### config.mk
export PLATFORM = sky130hd
export DESIGN_NAME = bb3_div9
export DESIGN_NICKNAME = d
export VERILOG_FILES = /design/src/bb3_pkg.sv /design/src/bb3_div9.sv
export SDC_FILE = /design/constraint.sdc
export NUM_CORES = 1
export LEC_CHECK = 0
export BUFFER_PORTS_ARGS = -buffer_cell sky130_fd_sc_hd__buf_2
export CAP_MARGIN = 20
export CORE_UTILIZATION = 58
export DETAILED_ROUTE_END_ITERATION = 7
export PLACE_DENSITY_LB_ADDON = 0.3
export SYNTH_ARGS = -nofsm -noshare
export SYNTH_HDL_FRONTEND = slang
export SYNTH_SLANG_ARGS = --single-unit
### constraint.sdc
create_clock -name vclk -period 4.3
set_input_delay 0 -clock vclk [all_inputs]
set_output_delay 0 -clock vclk [all_outputs]
set_load 0.01 [all_outputs]
### src/bb3_pkg.sv
// ----------------------------------------------------------------------------
// bb3_pkg
// Shared types and constants of the 3x3 RGB box blur: payload words,
// pixel and sum types, register map and the divide-by-nine constants.
// ----------------------------------------------------------------------------
package bb3_pkg;

    localparam int PIX_W    = 8;
    localparam int CSUM_W   = 10;
    localparam int WSUM_W   = 12;
    localparam int COL_W    = 10;
    localparam int ROW_W    = 10;

    localparam int CFG_W       = 11;
    localparam int PADDR_W     = 3;
    localparam int PDATA_W     = 32;
    localparam int REG_IDX_BIT = 2;

    localparam logic [0:0] REG_WIDTH  = 1'b0;
    localparam logic [0:0] REG_HEIGHT = 1'b1;

    localparam logic [CFG_W-1:0] WIDTH_RESET  = 11'd800;
    localparam logic [CFG_W-1:0] HEIGHT_RESET = 11'd600;

    localparam int MIN_WIDTH  = 3;
    localparam int MIN_HEIGHT = 1;

    // floor(s / 9) == (s * 3641) >> 15 for every s below 32768
    localparam int DIV9_MUL   = 3641;
    localparam int DIV9_MUL_W = 12;
    localparam int DIV9_SHIFT = 15;
    localparam int PROD_W     = WSUM_W + DIV9_MUL_W;

    typedef logic [COL_W-1:0] t_col;
    typedef logic [ROW_W-1:0] t_row;

    typedef struct packed {
        logic [PIX_W-1:0] red;
        logic [PIX_W-1:0] green;
        logic [PIX_W-1:0] blue;
    } t_pix;

    typedef struct packed {
        logic [CSUM_W-1:0] red;
        logic [CSUM_W-1:0] green;
        logic [CSUM_W-1:0] blue;
    } t_csum;

    typedef struct packed {
        logic [WSUM_W-1:0] red;
        logic [WSUM_W-1:0] green;
        logic [WSUM_W-1:0] blue;
    } t_wsum;

    typedef struct packed {
        t_pix upper;
        t_pix lower;
    } t_line_pair;

    typedef struct packed {
        logic [PIX_W-1:0] in_red;
        logic [PIX_W-1:0] in_green;
        logic [PIX_W-1:0] in_blue;
        logic             is_padding;
    } t_in;

    typedef struct packed {
        logic [PIX_W-1:0] out_red;
        logic [PIX_W-1:0] out_green;
        logic [PIX_W-1:0] out_blue;
        t_col             pixel_column;
        t_row             pixel_row;
        logic             run_last;
    } t_out;

endpackage

### src/bb3_div9.sv
// ----------------------------------------------------------------------------
// bb3_div9
// Divide the three channel window sums by nine, truncating, by reciprocal
// multiplication.
// ----------------------------------------------------------------------------
module bb3_div9 (
    input  bb3_pkg::t_wsum i_sum,
    output bb3_pkg::t_pix  o_pix
);

    logic [bb3_pkg::PROD_W-1:0] prod_red;
    logic [bb3_pkg::PROD_W-1:0] prod_green;
    logic [bb3_pkg::PROD_W-1:0] prod_blue;

    assign prod_red   = bb3_pkg::PROD_W'(i_sum.red)
                      * bb3_pkg::PROD_W'(bb3_pkg::DIV9_MUL);
    assign prod_green = bb3_pkg::PROD_W'(i_sum.green)
                      * bb3_pkg::PROD_W'(bb3_pkg::DIV9_MUL);
    assign prod_blue  = bb3_pkg::PROD_W'(i_sum.blue)
                      * bb3_pkg::PROD_W'(bb3_pkg::DIV9_MUL);

    assign o_pix.red   = prod_red[bb3_pkg::DIV9_SHIFT +: bb3_pkg::PIX_W];
    assign o_pix.green = prod_green[bb3_pkg::DIV9_SHIFT +: bb3_pkg::PIX_W];
    assign o_pix.blue  = prod_blue[bb3_pkg::DIV9_SHIFT +: bb3_pkg::PIX_W];

endmodule

==> results.md <==
* Run status: finished with violations
* Violated checks: setup timing
* Mapped Cells at 660
* Die Y at between 100 and 150 um
* Final Wtd Congestion at 0.9238
* Setup-failing EPs final at 1
* Initial antenna violation count at 0
* Netlist cell types at 41
* Top cell type's share of synthesized area at 0.4021
* DR DRC count at 0
* Via count at ~5,000
* Average size of a mapped cell at 9.382 um^2
* Fin Hold WS at approximately 0.8 ns
* Leakage Power at about 4.2 nW
* Worst Tran Pin Value at approximately 0.46 ns
* Placed cell count at ~910
* Slew Limit Fails at 0
* Mapped cell area at ~0.0062 mm^2
* Routed Antenna Nets at 0
* Syn-to-layout area delta at 21.44%
* Total Wirelength at between 10,000 and 15,000 um
* Avg WL per Cell at 15.52 um
* PD cells at approximately 700 mW/mm^2
* Worst Setup End Kind: output port
* Tmin final at 4.318 ns
* Synth top area cells: ha_1 40%, fa_1 28%, inv_1 10%, xnor2_1 3.4%, xor2_1 2.1%
* Startpoint types: primary input
* Worst Hold Class: in2out
* Crit path largest cell delay at approximately 0.53 ns
* Post-Syn Nets at 982
* Met3 routed WL at around 460 um
* Hold buffers post-CTS at 0
* Critical path's most frequent cell: fa_1
* Max VDD drop at approximately 0.90 mV
* Port bufs at 60
* Count leader, synth: ha_1
* Final Hold Fails at 0
* ANT cells at 0
* Core Area at about 0.010 mm^2
* Full die area at roughly 0.011 mm^2
* Post-route insts no fill at between 900 and 1,000
* Vias in the first global route at around 5,400
* Commonest cells in the netlist: 199 x ha_1, 170 x inv_1, 87 x fa_1, 25 x a21oi_1, 24 x xnor2_1
* Largest net degree at the start of global routing at 7
* Initial Utilization at 0.5998
* Req. time, crit path at approximately 4.3 ns
* Vias per inst at 5.456
* Aggregate negative setup slack at -0.01758 ns
* Relative slew margins at 0.6934
* First-pass GRT wire length at between 20,000 and 25,000 um
* GRT overflow at 0
* Num ports at 60
* WP data arrival at about 4.3 ns
* Highest Signal Layer: met4
* Most area-hungry cell type in the Yosys netlist: ha_1
* Power Total at 5.283 mW
* Nets at between 1,000 and 1,500
* Reg area at 0 um^2
* Rows at 37
* Clock buffer cells at 0
* Met1 Routed Length at about 6000 um
* Drt first pass iters at 4
* Crit Path Max Fanout at 4
* DP Wirelength at 12,720 um
* WS Path Type: in2out
* Max cap viols at 0
* Share of layout cells above drive strength 1 at 0.2503
* Drt first-iter violations at ~140
* Setup ws final at -0.01758 ns
* Critical path, cell by cell: buf_2, fa_1, ha_4, inv_2, fa_1, inv_1, fa_1, inv_2, fa_1, inv_2, ha_4, or3_4, o21ai_2, a311oi_2, or3_4, a211oi_2, xnor2_1, buf_2
* Met2 wire len at 7472 um
* Register area share after synthesis at 0
* Fin crit share at 1.004
* Seq_cells at 0
* Synth warn at 0
* RSZ-0062 raised after global routing: yes
* GRT Overall Usage at 0.2616
* Fmax at between 0.2 and 0.25 GHz
* Crit path max-delay cell type: fa_1
* Util after Layout at 0.7284
* Horiz. Die Dim at about 110 um
layer usage:
layer  up-vias  global-route usage
li1       2425                   -
met1      2429              0.3285
met2        94              0.5019
met3        22             0.01237
met4         0             0.03722
met5         -                   0
critical path, delay by kind of cell:
family / cells / cell delay [ns]
adder cells (fa/ha/maj): 6 / 2.54
AND/OR/NAND/NOR: 2 / 0.81
AO/OA/AOI/OAI: 3 / 0.35
buffers and inverters: 6 / 0.46
XOR/XNOR: 1 / 0.14
what timing repair did:
action	4_1_cts	5_1_grt
resized for setup	23	82
setup endpoints to repair	17	20
setup buffers	1	3
pin swaps	27	29
logic make-up (layout without fill, tap and decap cells):
logic type	Yosys count	after routing	share of synthesized area
buf+inv	171	286	0.1039
xor+xnor	39	39	0.05516
fa+ha+maj	286	286	0.6834
simple gates	72	72	0.05739
compound gates	92	92	0.1002
report_power, final:
group	internal [mW]	switching (mW)	leakage, nW
clock network	0	0	0
logic	2.42	2.86	4.22
registers	0	0	0
total	2.42	2.86	4.22
cell type report:
type / instances / area [um^2]
multi-input cells: 489 / 5898
fillers: 750 / 2804
repair buffers: 116 / 803.3
inverters: 170 / 648.1
well taps: 136 / 170.2
cells in the final DEF (no fill, tap or decap), types with 3 or more instances in the layout:
cell,instances
fa_1,85
buf_2,51
buf_4,52
xor2_1,15
a21oi_1,19
a211oi_2,6
ha_1,183
a21o_1,15
nor2_1,18
buf_6,10
nand3_1,8
buf_8,3
o21ai_0,11
nor2b_1,4
and3_1,4
o21a_1,4
nand4_1,9
nand2_1,14
a31oi_1,4
nor3_1,4
inv_2,25
or3_4,3
o31ai_2,3
ha_4,15
xnor2_1,23
inv_4,4
and2_1,3
a21oi_2,6
inv_1,141
metrics by stage:
stage | setup WS, ns | cell area, um^2
after floorplan | -0.0003650 | 6198
after global placement | -0.2204 | 7054
after detailed placement | -0.3741 | 7054
after CTS | -0.02591 | 7168
after global routing | -0.1542 | 7520
final | -0.01758 | 7520
path summary, 6_finish.rpt:
| path | start | endpoint | slack, ns | cells after the start |
|---|---|---|---|---|
| max | i_sum[20] | o_pix[15] | -0.02 | 18 |
| min | i_sum[11] | o_pix[7] | 0.80 | 5 |
No activity file was read; power rests on OpenSTA's default activity.
